--- src/hdl/spf_pkg.sv ---
// shared types, constants and the crc-16 byte fold for the servo packet framer
// no dependencies; imported by every other file but spf_if and spf_checker
package spf_pkg;

  // command codes on the input channel
  localparam logic CMD_START = 1'b0;
  localparam logic CMD_PARAM = 1'b1;

  // header bytes and crc polynomial
  localparam logic [7:0]  HDR_SYNC  = 8'hff;
  localparam logic [7:0]  HDR_RSVD  = 8'hfd;
  localparam logic [7:0]  HDR_ZERO  = 8'h00;
  localparam logic [15:0] CRC_POLY  = 16'h8005;
  localparam logic [15:0] LEN_EXTRA = 16'd3;

  // job queue between front and back
  localparam int QDEPTH = 4;
  localparam int QAW    = $clog2(QDEPTH);

  // byte sequencer step counter
  localparam int STEP_W = 4;
  localparam logic [STEP_W-1:0] STEP_HDR_LAST  = 4'd7;
  localparam logic [STEP_W-1:0] STEP_ZERO_LAST = 4'd9;
  localparam logic [STEP_W-1:0] STEP_PARAM_LAST = 4'd2;

  typedef enum logic [2:0] {
    JOB_START,
    JOB_START_ZERO,
    JOB_PARAM,
    JOB_PARAM_LAST,
    JOB_ERR
  } job_kind_t;

  // one classified item; arg is param_count on start, param_byte on param
  typedef struct packed {
    job_kind_t  kind;
    logic [7:0] servo_id;
    logic [7:0] instruction;
    logic [7:0] arg;
  } job_t;

  // queue side of the handoff to the back end
  typedef struct packed {
    logic head_valid;
    job_t head;
  } q_head_t;

  // fold one byte into a non-reflected crc-16
  function automatic logic [15:0] crc_fold(input logic [15:0] crc, input logic [7:0] b);
    logic [15:0] c;
    c = crc ^ {b, 8'h00};
    for (int k = 0; k < 8; k++) begin
      if (c[15]) begin
        c = {c[14:0], 1'b0} ^ CRC_POLY;
      end else begin
        c = {c[14:0], 1'b0};
      end
    end
    return c;
  endfunction

endpackage

--- src/hdl/spf_if.sv ---
// valid/ready channel interfaces for the framer's input and result streams
// no dependencies
interface spf_in_if;
  logic       valid;
  logic       ready;
  logic       cmd;
  logic [7:0] servo_id;
  logic [7:0] instruction;
  logic [7:0] param_count;
  logic [7:0] param_byte;

  modport source (output valid, cmd, servo_id, instruction, param_count, param_byte,
                  input ready);
  modport sink   (input valid, cmd, servo_id, instruction, param_count, param_byte,
                  output ready);
endinterface

interface spf_out_if;
  logic       valid;
  logic       ready;
  logic [7:0] out_byte;
  logic       packet_end;
  logic       run_last;
  logic       status;

  modport source (output valid, out_byte, packet_end, run_last, status, input ready);
  modport sink   (input valid, out_byte, packet_end, run_last, status, output ready);
endinterface

--- src/hdl/spf_front.sv ---
// front end: accepts items, checks packet order and classifies them into jobs
// depends on spf_pkg and spf_in_if
module spf_front
  import spf_pkg::*;
(
  input  logic     clk,
  input  logic     rst_n,
  spf_in_if.sink   in_ch,
  input  logic     q_full,
  output logic     push,
  output job_t     push_job
);

  logic       in_packet_r, in_packet_nxt;
  logic [7:0] remain_r, remain_nxt;

  assign in_ch.ready = !q_full;
  assign push        = in_ch.valid && !q_full;

  // classify against the packet state and work out the next state
  always_comb begin
    in_packet_nxt        = in_packet_r;
    remain_nxt           = remain_r;
    push_job.servo_id    = in_ch.servo_id;
    push_job.instruction = in_ch.instruction;
    push_job.arg         = (in_ch.cmd == CMD_START) ? in_ch.param_count : in_ch.param_byte;
    push_job.kind        = JOB_ERR;
    if (in_ch.cmd == CMD_START) begin
      if (!in_packet_r) begin
        if (in_ch.param_count == 8'd0) begin
          push_job.kind = JOB_START_ZERO;
        end else begin
          push_job.kind = JOB_START;
          in_packet_nxt = 1'b1;
          remain_nxt    = in_ch.param_count;
        end
      end
    end else begin
      if (in_packet_r) begin
        if (remain_r == 8'd1) begin
          push_job.kind = JOB_PARAM_LAST;
          in_packet_nxt = 1'b0;
          remain_nxt    = 8'd0;
        end else begin
          push_job.kind = JOB_PARAM;
          remain_nxt    = remain_r - 8'd1;
        end
      end
    end
  end

  // packet state advances only on an accepted item
  always_ff @(posedge clk) begin
    if (!rst_n) begin
      in_packet_r <= 1'b0;
      remain_r    <= 8'd0;
    end else if (push) begin
      in_packet_r <= in_packet_nxt;
      remain_r    <= remain_nxt;
    end
  end

endmodule

--- src/hdl/spf_queue.sv ---
// short job queue that decouples the front end from the byte sequencer
// depends on spf_pkg
module spf_queue
  import spf_pkg::*;
(
  input  logic    clk,
  input  logic    rst_n,
  input  logic    push,
  input  job_t    push_job,
  output logic    full,
  input  logic    pop,
  output q_head_t q_head
);

  job_t           slot_r [QDEPTH];
  logic [QAW-1:0] wr_ptr_r, rd_ptr_r;
  logic [QAW:0]   cnt_r;

  assign full              = (cnt_r == (QAW+1)'(QDEPTH));
  assign q_head.head_valid = (cnt_r != '0);
  assign q_head.head       = slot_r[rd_ptr_r];

  // storage
  always_ff @(posedge clk) begin
    if (push) begin
      slot_r[wr_ptr_r] <= push_job;
    end
  end

  // pointers and fill count
  always_ff @(posedge clk) begin
    if (!rst_n) begin
      wr_ptr_r <= '0;
      rd_ptr_r <= '0;
      cnt_r    <= '0;
    end else begin
      if (push) begin
        wr_ptr_r <= wr_ptr_r + 1'b1;
      end
      if (pop) begin
        rd_ptr_r <= rd_ptr_r + 1'b1;
      end
      case ({push, pop})
        2'b10:   cnt_r <= cnt_r + 1'b1;
        2'b01:   cnt_r <= cnt_r - 1'b1;
        default: cnt_r <= cnt_r;
      endcase
    end
  end

endmodule

--- src/hdl/spf_back.sv ---
// back end: expands the head job into packet bytes, runs the crc, drives results
// depends on spf_pkg and spf_out_if
module spf_back
  import spf_pkg::*;
(
  input  logic      clk,
  input  logic      rst_n,
  input  q_head_t   q_head,
  output logic      pop,
  spf_out_if.source out_ch
);

  logic [STEP_W-1:0] step_r;
  logic [15:0]       crc_r;
  logic              out_valid_r;
  logic [7:0]        out_byte_r;
  logic              packet_end_r, run_last_r, status_r;

  logic              fire;
  logic [STEP_W-1:0] last_step;
  logic [7:0]        cur_byte;
  logic              is_data, is_crc_hi, is_err;
  logic [15:0]       pkt_len;
  logic [15:0]       crc_base;

  assign pkt_len = {8'h00, q_head.head.arg} + LEN_EXTRA;
  assign fire    = q_head.head_valid && (!out_valid_r || out_ch.ready);
  assign pop     = fire && (step_r == last_step);

  // byte selection for the current step of the head job
  always_comb begin
    cur_byte  = 8'h00;
    is_data   = 1'b0;
    is_crc_hi = 1'b0;
    is_err    = 1'b0;
    last_step = '0;
    case (q_head.head.kind)
      JOB_START, JOB_START_ZERO: begin
        last_step = (q_head.head.kind == JOB_START) ? STEP_HDR_LAST : STEP_ZERO_LAST;
        is_data   = (step_r <= STEP_HDR_LAST);
        case (step_r)
          4'd0:    cur_byte = HDR_SYNC;
          4'd1:    cur_byte = HDR_SYNC;
          4'd2:    cur_byte = HDR_RSVD;
          4'd3:    cur_byte = HDR_ZERO;
          4'd4:    cur_byte = q_head.head.servo_id;
          4'd5:    cur_byte = pkt_len[7:0];
          4'd6:    cur_byte = pkt_len[15:8];
          4'd7:    cur_byte = q_head.head.instruction;
          4'd8:    cur_byte = crc_r[7:0];
          default: begin
            cur_byte  = crc_r[15:8];
            is_crc_hi = 1'b1;
          end
        endcase
      end
      JOB_PARAM, JOB_PARAM_LAST: begin
        last_step = (q_head.head.kind == JOB_PARAM) ? '0 : STEP_PARAM_LAST;
        case (step_r)
          4'd0: begin
            cur_byte = q_head.head.arg;
            is_data  = 1'b1;
          end
          4'd1:    cur_byte = crc_r[7:0];
          default: begin
            cur_byte  = crc_r[15:8];
            is_crc_hi = 1'b1;
          end
        endcase
      end
      default: begin
        is_err = 1'b1;
      end
    endcase
  end

  // a new packet always starts the crc from zero
  assign crc_base = ((q_head.head.kind == JOB_START || q_head.head.kind == JOB_START_ZERO)
                     && step_r == '0) ? 16'h0000 : crc_r;

  // step counter, crc and output valid
  always_ff @(posedge clk) begin
    if (!rst_n) begin
      step_r      <= '0;
      crc_r       <= 16'h0000;
      out_valid_r <= 1'b0;
    end else begin
      if (fire) begin
        step_r      <= (step_r == last_step) ? '0 : step_r + 1'b1;
        out_valid_r <= 1'b1;
        if (is_data) begin
          crc_r <= crc_fold(crc_base, cur_byte);
        end else if (is_crc_hi) begin
          crc_r <= 16'h0000;
        end
      end else if (out_ch.ready) begin
        out_valid_r <= 1'b0;
      end
    end
  end

  // result payload register
  always_ff @(posedge clk) begin
    if (fire) begin
      out_byte_r   <= cur_byte;
      packet_end_r <= is_crc_hi;
      run_last_r   <= (step_r == last_step);
      status_r     <= is_err;
    end
  end

  assign out_ch.valid      = out_valid_r;
  assign out_ch.out_byte   = out_byte_r;
  assign out_ch.packet_end = packet_end_r;
  assign out_ch.run_last   = run_last_r;
  assign out_ch.status     = status_r;

endmodule

--- src/hdl/servo_packet_framer_crc16_unit.sv ---
// top level of the servo packet framer: front end, job queue and byte sequencer
// depends on spf_pkg, spf_if, spf_front, spf_queue and spf_back
//
// Turns start and parameter items into a framed instruction packet, one byte
// per result: header FF FF FD 00, id, length (count+3, low byte first),
// instruction, the parameter bytes, then a CRC-16 (poly 8005, non-reflected,
// init 0) low byte first, with packet_end on the last byte. An item out of
// order gives a single result with status set and no byte. The byte sequencer
// emits one result per cycle while a job is queued and the result channel takes
// them; a parameter item gives one result (three for the last one, which adds
// the CRC), a start item eight results and a start with zero count ten. A
// four-deep job queue lets input items be taken while earlier ones are still being expanded.
module servo_packet_framer_crc16_unit
  import spf_pkg::*;
(
  input  logic      clk,
  input  logic      rst_n,
  spf_in_if.sink    in_ch,
  spf_out_if.source out_ch
);

  logic    push, q_full, pop;
  job_t    push_job;
  q_head_t q_head;

  // order check and classification
  spf_front u_front (
    .clk      (clk),
    .rst_n    (rst_n),
    .in_ch    (in_ch),
    .q_full   (q_full),
    .push     (push),
    .push_job (push_job)
  );

  // job queue
  spf_queue u_queue (
    .clk      (clk),
    .rst_n    (rst_n),
    .push     (push),
    .push_job (push_job),
    .full     (q_full),
    .pop      (pop),
    .q_head   (q_head)
  );

  // byte sequencer and crc
  spf_back u_back (
    .clk    (clk),
    .rst_n  (rst_n),
    .q_head (q_head),
    .pop    (pop),
    .out_ch (out_ch)
  );

endmodule

--- src/flat_wrapper.sv ---
// flat-port wrapper written by rule: the top's interface ports become plain ports
module servo_packet_framer_crc16_unit_flat import spf_pkg::*;
  (clk, rst_n, in_ch_valid, in_ch_cmd, in_ch_servo_id, in_ch_instruction, in_ch_param_count, in_ch_param_byte, in_ch_ready, out_ch_valid, out_ch_out_byte, out_ch_packet_end, out_ch_run_last, out_ch_status, out_ch_ready);
  spf_in_if in_ch_i ();
  spf_out_if out_ch_i ();
  input  logic clk;
  input  logic rst_n;
  input wire logic [$bits(in_ch_i.valid)-1:0] in_ch_valid;
  input wire logic [$bits(in_ch_i.cmd)-1:0] in_ch_cmd;
  input wire logic [$bits(in_ch_i.servo_id)-1:0] in_ch_servo_id;
  input wire logic [$bits(in_ch_i.instruction)-1:0] in_ch_instruction;
  input wire logic [$bits(in_ch_i.param_count)-1:0] in_ch_param_count;
  input wire logic [$bits(in_ch_i.param_byte)-1:0] in_ch_param_byte;
  output wire logic [$bits(in_ch_i.ready)-1:0] in_ch_ready;
  output wire logic [$bits(out_ch_i.valid)-1:0] out_ch_valid;
  output wire logic [$bits(out_ch_i.out_byte)-1:0] out_ch_out_byte;
  output wire logic [$bits(out_ch_i.packet_end)-1:0] out_ch_packet_end;
  output wire logic [$bits(out_ch_i.run_last)-1:0] out_ch_run_last;
  output wire logic [$bits(out_ch_i.status)-1:0] out_ch_status;
  input wire logic [$bits(out_ch_i.ready)-1:0] out_ch_ready;
  assign in_ch_i.valid = in_ch_valid;
  assign in_ch_i.cmd = in_ch_cmd;
  assign in_ch_i.servo_id = in_ch_servo_id;
  assign in_ch_i.instruction = in_ch_instruction;
  assign in_ch_i.param_count = in_ch_param_count;
  assign in_ch_i.param_byte = in_ch_param_byte;
  assign in_ch_ready = in_ch_i.ready;
  assign out_ch_valid = out_ch_i.valid;
  assign out_ch_out_byte = out_ch_i.out_byte;
  assign out_ch_packet_end = out_ch_i.packet_end;
  assign out_ch_run_last = out_ch_i.run_last;
  assign out_ch_status = out_ch_i.status;
  assign out_ch_i.ready = out_ch_ready;
  servo_packet_framer_crc16_unit u_core (.clk(clk), .rst_n(rst_n), .in_ch(in_ch_i), .out_ch(out_ch_i));
endmodule
--- config.mk ---
export PLATFORM = sky130hd
export DESIGN_NAME = servo_packet_framer_crc16_unit_flat
export DESIGN_NICKNAME = d
export VERILOG_FILES = /design/src/hdl/spf_pkg.sv /design/src/hdl/spf_if.sv /design/src/hdl/spf_front.sv /design/src/hdl/spf_queue.sv /design/src/hdl/spf_back.sv /design/src/hdl/servo_packet_framer_crc16_unit.sv /design/src/flat_wrapper.sv
export SDC_FILE = /design/constraint.sdc
export NUM_CORES = 1
export LEC_CHECK = 0
export BUFFER_PORTS_ARGS = -buffer_cell sky130_fd_sc_hd__clkbuf_2
export CORE_ASPECT_RATIO = 1.1
export CORE_MARGIN = 5
export CORE_UTILIZATION = 60
export DETAILED_ROUTE_END_ITERATION = 6
export GPL_TIMING_DRIVEN = 0
export PLACE_DENSITY_LB_ADDON = 0.15
export SYNTH_ARGS = -nofsm -noshare
export SYNTH_HDL_FRONTEND = slang
export SYNTH_SLANG_ARGS = --single-unit
--- constraint.sdc ---
create_clock -name clk -period 10.1 [get_ports clk]
set_clock_uncertainty 0.05 [all_clocks]
set_input_delay 0.505 -clock clk [delete_from_list [all_inputs] [get_ports clk]]
set_output_delay 0.505 -clock clk [all_outputs]
set_load 0.05 [all_outputs]
# Word level (Yosys, flattened, before mapping)
# Memory sizes are Yosys's and may differ from the RTL's. A register that Yosys moved wholly into a read port is not among the register bits.
# Index checks and enable logic that the tools add are counted.
[totals]
regBits = 48
output_inout_bits = 13
in_bits = 37
mem_count = 1
latch_bits = 0
mem_bits_ro = 0
mem_bits_rw = 108
[memory_table]
columns = ["name", "words", "word_bits", "rd", "rd_ports_with_merged_regs", "write_ports", "line_no", "text"]
rows = [
  ["u_core.u_queue.slot_r", 4, 27, 1, 1, 1, "spf_queue.sv:15", "job_t slot_r [QDEPTH];"],
]
[op_classes]
n_mul = 0
magnitude_cmp = 1
mux = 68
shift = 0
div = 0
n_reduce_logical = 22
bitwise_logic = 9
addsub = 7
eq_ne = 19
[ops]
columns = ["op", "count"]
rows = [
  ["16-bit two-way mux", 32],
  ["8-bit case mux with 8 select lines", 1],
  ["8-bit two-way mux", 6],
  ["8-bit case mux with 2 select lines", 2],
  ["3-bit NOT", 8],
  ["4-bit by 3-bit == test with 1-bit output (second input constant)", 4],
  ["16-bit XOR", 1],
  ["1-bit two-way mux", 15],
  ["8-bit by 2-bit adder with 9-bit output (second input constant)", 1],
  ["3-bit two-way mux", 3],
  ["9-bit OR reduction", 1],
  ["4-bit by 2-bit == test with 1-bit output (second input constant)", 2],
  ["8-bit by 1-bit == test with 1-bit output (second input constant)", 1],
  ["8-bit logical NOT", 1],
  ["4-bit two-way mux", 2],
  ["4-bit case mux with 2 select lines", 1],
  ["8-bit by 1-bit subtractor with 8-bit output (second input constant)", 1],
  ["3-bit by 2-bit == test with 1-bit output (second input constant)", 2],
  ["2-bit two-way mux", 3],
  ["3-bit case mux with 2 select lines", 1],
  ["2-bit nonzero test", 3],
  ["2-bit OR reduction", 3],
  ["2-bit by 1-bit adder with 2-bit output (second input constant)", 2],
  ["4-bit by 1-bit adder with 4-bit output (second input constant)", 1],
  ["22 further kinds", 29],
]

# Logic depth before layout (Yosys ltp)
# Gate-level depths: netlist of run 1.
[logic_depth]
ltp_word = 43
depth_mapped = 15
depth_no_buf = 12

# Hierarchy
# From an unflattened synthesis of run 1, not the netlist that was laid out.
[hier_totals]
hier_cells = 599
hier_area_um2 = 7831.3
[modules_own_cells]
columns = ["mod", "seq_area_each_um2", "n_inst", "cells_each", "area_each_um2"]
rows = [
  ["spf_queue", 3423.3, 1, 183, 4386.7],
  ["spf_back", 750.7, 1, 301, 2577.5],
  ["spf_front", 180.2, 1, 115, 867.1],
]

# Least setup slack after synthesis of run 1
# No wires, ideal clock.
[synth_timing]
kind = "reg2reg"
startpoint = "register (tool-made name)"
endpoint = "register u_core.u_queue.cnt_r[2]"
required_ns = 9.974
synth_period_minus_slack_ns = 3.471
path_stages_with_launch = 16
n_path_buf = 3
arrival_time_ns = 3.346
setup_slack_ns = 6.629
cell_sequence = "dfxtp_1 > buf_6 > buf_6 > buf_6 > mux4_2 > xor2_1 > nor2_1 > xnor2_1 > o21ai_0 > nor2b_1 > ha_1 > inv_1 > fa_1 > xor2_1 > or3_1 > a21boi_0"
[synth_lines]
columns = ["item", "line_no", "text"]
rows = [
  ["end signal, assigned", "spf_queue.sv:44", "2'b10: cnt_r <= cnt_r + 1'b1;"],
  ["end signal, assigned", "spf_queue.sv:45", "2'b01: cnt_r <= cnt_r - 1'b1;"],
  ["end signal, assigned", "spf_queue.sv:46", "default: cnt_r <= cnt_r;"],
  ["end, declared", "spf_queue.sv:17", "logic [QAW:0] cnt_r;"],
]

==> metrics list, run 1 <==
- Once detail routing completed, the nets flagged for antenna violations numbered 0.
- Cell taking the most area after synthesis: edfxtp_1
- Share of the yosys chip area belonging to registers: 0.565
* Final routed wire length divided by cell count: 20.9 µm
- Length of the first detailed-routing pass in iterations: 5
- The detailed router placed 5160 vias in this run.
- Register-to-register setup slack: 5790 ps
- Mapped Nets: 644
- Seq cells post-synth: 158
- Maximum vdd drop: 0.207 mV
- Max cap viols: 0
- The floorplan has 43 rows.
- Detailed placer's ending HPWL: 12300 µm
* Fraction of post-synthesis cell area in the top cell type by area: 0.463
* Main area contributors after synthesis: edfxtp_1, dfxtp_1, mux4_2
- YS warnings: 0
* Measured slew at the worst slew-check pin: 1060 ps
* Top library cells by usage in the layout, fill and taps aside: edfxtp_1, nand2_1, clkbuf_2
- Post-synthesis xor/xnor area fraction: 0.0595
- TritonCTS built the clock tree.
* DRC violations left: 0
* Count of pins on the block boundary: 50
- Worst reg2reg endpoint: u_core.u_queue.cnt_r[2]
- Die height: 129 µm
- Counting instances, the worst hold path has a depth of 1.
- Count of buffers inserted at the top-level ports: 48
* Area growth, synth to finish: 13.2%
- The compound-gate portion of the synthesized area is 0.122.
* Detailed-route vias per instance: 6.22
- Counting flops with a built-in enable in the synthesized netlist gives 119.
- The flow ran to the end, and the final reports show no timing, DRC or antenna violations.
- The clock passes through at most 2 buffers.
* # resized after CTS: 0
* Number of antenna violations at the first check in global routing: 0
- Antenna diode instance count: 0
- Synth cell types: 71
- After the last flow step, the layout net total stands at 711.
- Synthesized instance count: 592
* Non-filler cells in the finished layout: 829
- Synthesized area divided by synthesized cell count: 13.0 µm²
* CP Capture Type: register
* Most used flip-flop cell after synthesis: edfxtp_1
* Critical path start-end classification: reg2reg
- Of the cells placed in the final design, the portion with a size suffix greater than 1 is 0.207.
- Clock tree synthesis found a total of 158 sinks.
* Peak clock frequency supported by timing: 232 MHz
- The number of hold violations in the final report came to 0.
- Via count of the first global-routing pass: 5272
- Setup violations remaining at the end of the flow were counted as 0.
* Largest family of logic cells by synthesized area: compound AO/OA/AOI/OAI gates
- Share of async-settable or async-resettable flops after synthesis: 0
- In the finished design, the share of the clock period the worst path needs comes to 0.427.
- Static leakage: 3.13 nW
- Entering global routing, the biggest net connects 28 pins.
- Maximum fanout along the worst path: 10
* Hold endpoint: u_core.u_queue.slot_r[3][17]
* Total gr overflow: 0
- For the worst setup path, the data required time is 10400 ps.
- Post-CTS timing repair inserted 0 buffers for setup.
* Iteration-0 DRC Markers: 497
* Die Outline Area: 0.0152 mm²
* Setup TNS: 0 ps
- Total routing usage reported by global routing: 0.239
- Starting density of the core: 0.613
* Synthesized area: 0.00771 mm²
* Hold Startpoint: in_ch_servo_id[1]
- Worst path arrival time: 4620 ps
- Unrepaired setup endpoints after global routing: false
- Worst rel slew slack: 0.293
- In this run, placement finished with an instance count of 797.
- In this run the standard cell core region covers 0.0126 mm².
- The library cell used most frequently in the layout, excluding fill and tap cells, is edfxtp_1.
* Buffer cell driving the clock tree root: clkbuf_16
- After synthesis, the share of cell area in mux cells is 0.0871.
- Wire length of the first global-routing pass: 28100 µm
* Final min period: 4310 ps
- At the end of routability-driven placement, the weighted congestion stood at 0.962.
- Fin. max-slew vios: 0
- TritonCTS Buffers: 17
- P per Cell Area: 282 mW/mm²
- Simple-gate portion of the synthesized area: 0.112
* H-tree levels: 4
- Type of element launching the critical path: register
- CTS Hold Bufs: 0
- The worst hold path belongs to the class in2reg.
* Clock latency reported for the late side of the worst-skew pair: 430 ps
- Of the total synthesized cell area, the portion taken by full adders, half adders and majority gates is 0.0253.
* Overall die width: 118 µm
- Cells on worst reg2reg path: 15
- WL final: 17400 µm
* CTS clock-pin slew for the worst setup and hold paths: 70 ps
-- state kept, by name, indices dropped and copies added (netlist names), named ones only --
name / cells
u_core.u_queue.cnt_r: 3
u_core.u_back.out_ch.valid: 1
u_core.u_back.crc_r: 16
u_core.u_queue.wr_ptr_r: 2
u_core.u_back.step_r: 4
u_core.u_front.remain_r: 8
u_core.u_back.out_ch.out_byte: 8
u_core.u_back.out_ch.packet_end: 1
u_core.u_front.in_packet_r: 1
u_core.u_queue.slot_r: 108
u_core.u_queue.rd_ptr_r: 2
u_core.u_back.out_ch.run_last: 1
u_core.u_back.out_ch.status: 1
-- cell families after synthesis --
| kind of cell | count (synthesis) |
|---|---|
| DFF | 158 |
| buffers and inverters | 52 |
| adders and majority gates | 15 |
| and+or+nand+nor | 169 |
| AOI/OAI and AO/OA | 125 |
| muxes | 35 |
| xor gates and xnor gates | 38 |
-- area by class of cell --
class | count | area [µm²]
fill | 914 | 3860
tap | 157 | 196
sequential | 158 | 4350
clock inverter | 15 | 144
multi-input combinational | 382 | 3140
clock buffer | 17 | 425
timing repair buffer | 48 | 240
inverter | 24 | 90.1
buffer | 28 | 136
-- worst max-delay path by stage --
stage | to | cells after the start | slack [ps] | start
finish | u_core.u_queue.cnt_r[2] | 15 | 5790 | register
global route | u_core.u_queue.cnt_r[2] | 15 | 5470 | register
CTS | u_core.u_queue.cnt_r[2] | 15 | 5780 | register
detailed placement | u_core.u_queue.cnt_r[2] | 15 | 5820 | register
global placement | u_core.u_queue.cnt_r[2] | 15 | 5890 | register
floorplan | u_core.u_queue.cnt_r[2] | 15 | 6630 | register
-- synthesized netlist by cell type, types with 11 or more instances --
master / count
a21oi_1: 12
xor2_1: 11
nor2b_1: 16
mux4_2: 25
nand2_1: 50
o21ai_0: 23
clkbuf_1: 18
a22oi_1: 25
inv_1: 23
dfxtp_1: 39
ha_1: 14
edfxtp_1: 119
xnor2_1: 17
nor2_1: 32
-- critical path, cell delays in order (launching register included) --
cell,delay [ps]
dfxtp_1,310
buf_4,190
buf_2,290
clkbuf_1,520
mux4_2,460
xor2_1,160
nor2_1,120
xnor2_1,130
o21ai_0,200
nor2b_1,460
ha_1,270
inv_1,70
fa_1,370
xor2_1,160
or3_1,300
a21boi_0,170
-- power breakdown --
group / total (mW) / switching [mW] / leakage, nW / internal [mW]
logic: 0.980 / 0.564 / 1.43 / 0.416
registers: 0.878 / 0.0567 / 1.42 / 0.821
clock network: 0.607 / 0.280 / 0.275 / 0.327
total: 2.46 / 0.900 / 3.13 / 1.56
-- metal layers --
metal,share of wire,GRT usage,vias up
met4,0.024,0.0843,0
met3,0.055,0.0470,37
met2,0.49,0.390,172
met5,0,0,-
li1,-,-,2386
met1,0.43,0.324,2565
-- stage by stage --
stage	area, µm²	total power, mW	hold slack (ps)	setup slack [ps]	util
3_5_place_dp	8160	1.87	440	5820	0.648
5_1_grt	8730	2.59	238	5470	0.693
6_report	8730	2.46	250	5790	0.693
2_1_floorplan	7710	1.64	413	6630	-
3_3_place_gp	8150	1.84	414	5890	0.647
4_1_cts	8730	2.48	221	5780	0.693
No activity file was read; power rests on OpenSTA's default activity.
==> run 2, diff against run 1 <==
CORE_UTILIZATION = 55   (was 60)
clock period = 3.8 ns   (was 10.1 ns; I/O delays follow)
==> metrics list, run 2 (same netlist as run 1, synthesis figures left out) <==
- Compared with the post-synthesis result, the final layout area differs by 18.4%.
- The flow ran to the end, and the final reports show no timing, DRC or antenna violations.
* Sw Ratio: 0.366 (+0.000475)
- Switching Power: 2.47 mW (+170%)
- Max cap viols: 0 (unchanged)
* Required time at the endpoint of the critical path: 4070 ps (-6330 ps)
* Final routed wire length divided by cell count: 19.7 µm (-5.9%)
- Peak clock frequency supported by timing: 278 MHz (+20%)
* Final Hold Fails: 0 (unchanged)
- In the layout the commonest cells are edfxtp_1, nand2_1, clkbuf_2.
- The worst register-to-register path ends at u_core.u_back.crc_r[1].
- The kind of cell with the highest combined delay along the critical path is compound AO/OA/AOI/OAI gates.
* P per Cell Area: 740 mW/mm² (+160%)
- The number of nets at the end of the flow is 734 (+3.2%).
* Worst setup slack after layout: 201 ps (-5590 ps)
- The die outline height is 134 µm (+4.1%).
- Among the stages of the critical path, the cell type that occurs most often is clkbuf_4.
- Number of antenna violations at the first check in global routing: 0 (unchanged)
- The number of buffers added on ports came to 48 (unchanged).
* Worst-case setup slack after placement: -556 ps (-6380 ps)
- The critical path buffer and inverter count was 3 (-1).
* CTS clock-pin slew for the worst setup and hold paths: 70 ps (about the same)
* Critical path start-end classification: reg2reg
- The portion of total power attributed to the clock network is 0.246 (about the same).
* Total internal power: 4.28 mW (+170%)
- Sequential power share: 0.346 (-0.010)
- Combinational share of power: 0.408 (+0.010)
* Die Outline Area: 0.0165 mm² (+8.3%)
- The first-pass GRT wire length was 27800 µm (-1.0%).
* Iteration-0 DRC Markers: 443 (-11%)
- The worst setup slack for register-to-register paths came to 200 ps (-5590 ps).
* Overall die width: 123 µm (+4.1%)
- Static leakage: 3.28 nW (+4.6%)
- The number of vias in the routed layout was 5202 (+0.81%).
- The library cell used most frequently in the layout, excluding fill and tap cells, is edfxtp_1.
- The TritonCTS sink count was 158 (unchanged).
- The time the worst path needs with I/O delays and setup came to 3600 ps (-713 ps).
- The leftover overflow at the end of global routing was 0 (unchanged).
- The total setup violations reported at the end of the flow came to 0 (unchanged).
- Crit path largest cell delay: 380 ps (-140 ps)
* Number of placement rows: 45 (+4.7%)
- The critical path goes through buf_4 -> clkbuf_4 -> clkbuf_4 -> mux4_2 -> a22oi_2 -> o21ai_0 -> a21oi_1 -> o221ai_1 -> xor2_1 -> xnor2_2 -> xnor3_1 -> a32o_1.
- Clock tree from TritonCTS: yes
* Area after detailed placement: 0.00821 mm² (+0.66%)
* Post-route total power: 6.76 mW (+170%)
* Detailed placer's ending HPWL: 12300 µm (-0.46%)
- Maximum vdd drop: 0.335 mV (+62%)
- Measured slew at the worst slew-check pin: 766 ps (-295 ps)
* Remaining antenna violation count: 0 (unchanged)
* Layout filler cell count: 990 (+8.3%)
- The overall fraction of global-route tracks in use came to 0.224 (-0.0148).
- The number of design rule violations left after detail routing was 0 (unchanged).
- Top register by number of flip-flops: u_core.u_queue.slot_r
- Buffer cell driving the clock tree root: clkbuf_16
* Final period util: 0.947 (+0.520)
- The largest registers in the layout are u_core.u_queue.slot_r x108, u_core.u_back.crc_r x16.
* H-tree levels: 4 (unchanged)
- CP Capture Type: register
- For this design, the slowest cell found on the critical path is xnor3_1.
- Cells on worst reg2reg path: 12 (-3)
- Hold endpoint: u_core.u_queue.slot_r[0][0]
* Largest net degree at the start of global routing: 28 (unchanged)
- Length of the first detailed-routing pass in iterations: 6 (+1)
- The worst endpoint data arrival time was 3870 ps (-750 ps).
* Max FFs per register: 108 (unchanged)
- Fin. max-slew vios: 0 (unchanged)
- The number of buffers between clock root and the deepest sink is 2 (unchanged).
* WL final: 17400 µm (+0.20%)
- Via count of the first global-routing pass: 5227 (-0.85%)
* Placeable core region: 0.0138 mm² (+9.6%)
- The total inserted antenna cells is 0 (unchanged).
- Unrepaired setup endpoints after global routing: false
* Number of stages on the worst hold path: 3 (+2)
* Hold Startpoint: in_ch_param_byte[0]
* Fraction of layout instances using a drive strength above 1: 0.233 (+0.0262)
- The worst-path maximum fanout was 10 (unchanged).
- The remaining max-slew budget at the tightest pin is 0.489 (+0.197).
* Count of pins on the block boundary: 50 (unchanged)
* Post-route design area: 0.00913 mm² (+4.6%)
- The per-cell via count in the routed design was 5.89 (-5.4%).
- Worst Hold Class: in2reg
* Final Wtd Congestion: 0.914 (-5.0%)
- Starting density of the core: 0.559 (-0.0535)
* TritonCTS Buffers: 17 (unchanged)
- The insertion delay to the later sink of the worst-skew pair is 430 ps (about the same).
- Type of element launching the critical path: register
-- run 2: cell count changes in the layout (fill, tap and decap cells not counted), sizes merged --
cell and change:
clkbuf +1, buf +5, clkinv +2, inv -1, clkinvlp -1, dlygate4sd3 +17
-- run 2: metrics by stage --
step,setup TNS (ps),hold WS (ps),cells,utilization
after detailed placement,-1540,360,829,0.595
after CTS,0,44.6,879,0.656
final,0,70.3,883,0.662
after floorplan,0,239,592,-
after global routing,0,60.7,883,0.662
after global placement,-1460,353,828,0.593
-- run 2: area by class of cell --
class,instances,area [µm²],area share
clock buffers,17,425,0.0466
clock inverters,15,165,0.0181
well taps,188,235,0.0258
multi-input cells,382,3230,0.354
repair buffers,71,463,0.0507
inverters,24,90.1,0.00987
plain buffers,28,165,0.0181
flip-flops and latches,158,4360,0.477
-- run 2: timing repair --
item                                   in CTS  in global routing
pin swaps                                   1                  6
hold buffers                               17                  0
buffers inserted                            1                  4
gates resized for setup                    17                 14
endpoints found under the hold margin      65                  0
setup endpoints to repair                   6                  5
-- run 2: metal layers --
metal	up-vias	track usage	wire, µm
met3	36	0.0531	992
met5	-	0	0
met2	198	0.349	8530
met1	2537	0.296	7320
met4	0	0.108	548
li1	2431	-	-
-- run 2: tightest hold or removal path: stages --
cell and delay, ps:
clkbuf_2 70, nand2_1 50, nand2_1 110
-- run 2: power by group through the flow --
stage	combinational, mW	sequential (mW)	clock, mW
after floorplan	1.81	2.55	0
after global placement	2.53	2.36	0
after detailed placement	2.60	2.37	0
after CTS	2.67	2.33	1.69
after global routing	2.96	2.36	1.77
final	2.76	2.34	1.66
-- run 2: worst max path at each step --
stage / start / to / slack [ps] / cells past startpoint
3_3_place_gp: register / u_core.u_queue.cnt_r[2] / -500 / 15
4_1_cts: u_core.u_back.step_r[0] / u_core.u_back.crc_r[1] / 20 / 11
2_1_floorplan: register / u_core.u_queue.cnt_r[2] / 330 / 15
5_1_grt: u_core.u_back.step_r[1] / u_core.u_back.crc_r[1] / 20 / 12
3_5_place_dp: register / u_core.u_queue.cnt_r[2] / -560 / 15
6_report: register / u_core.u_back.crc_r[1] / 200 / 12
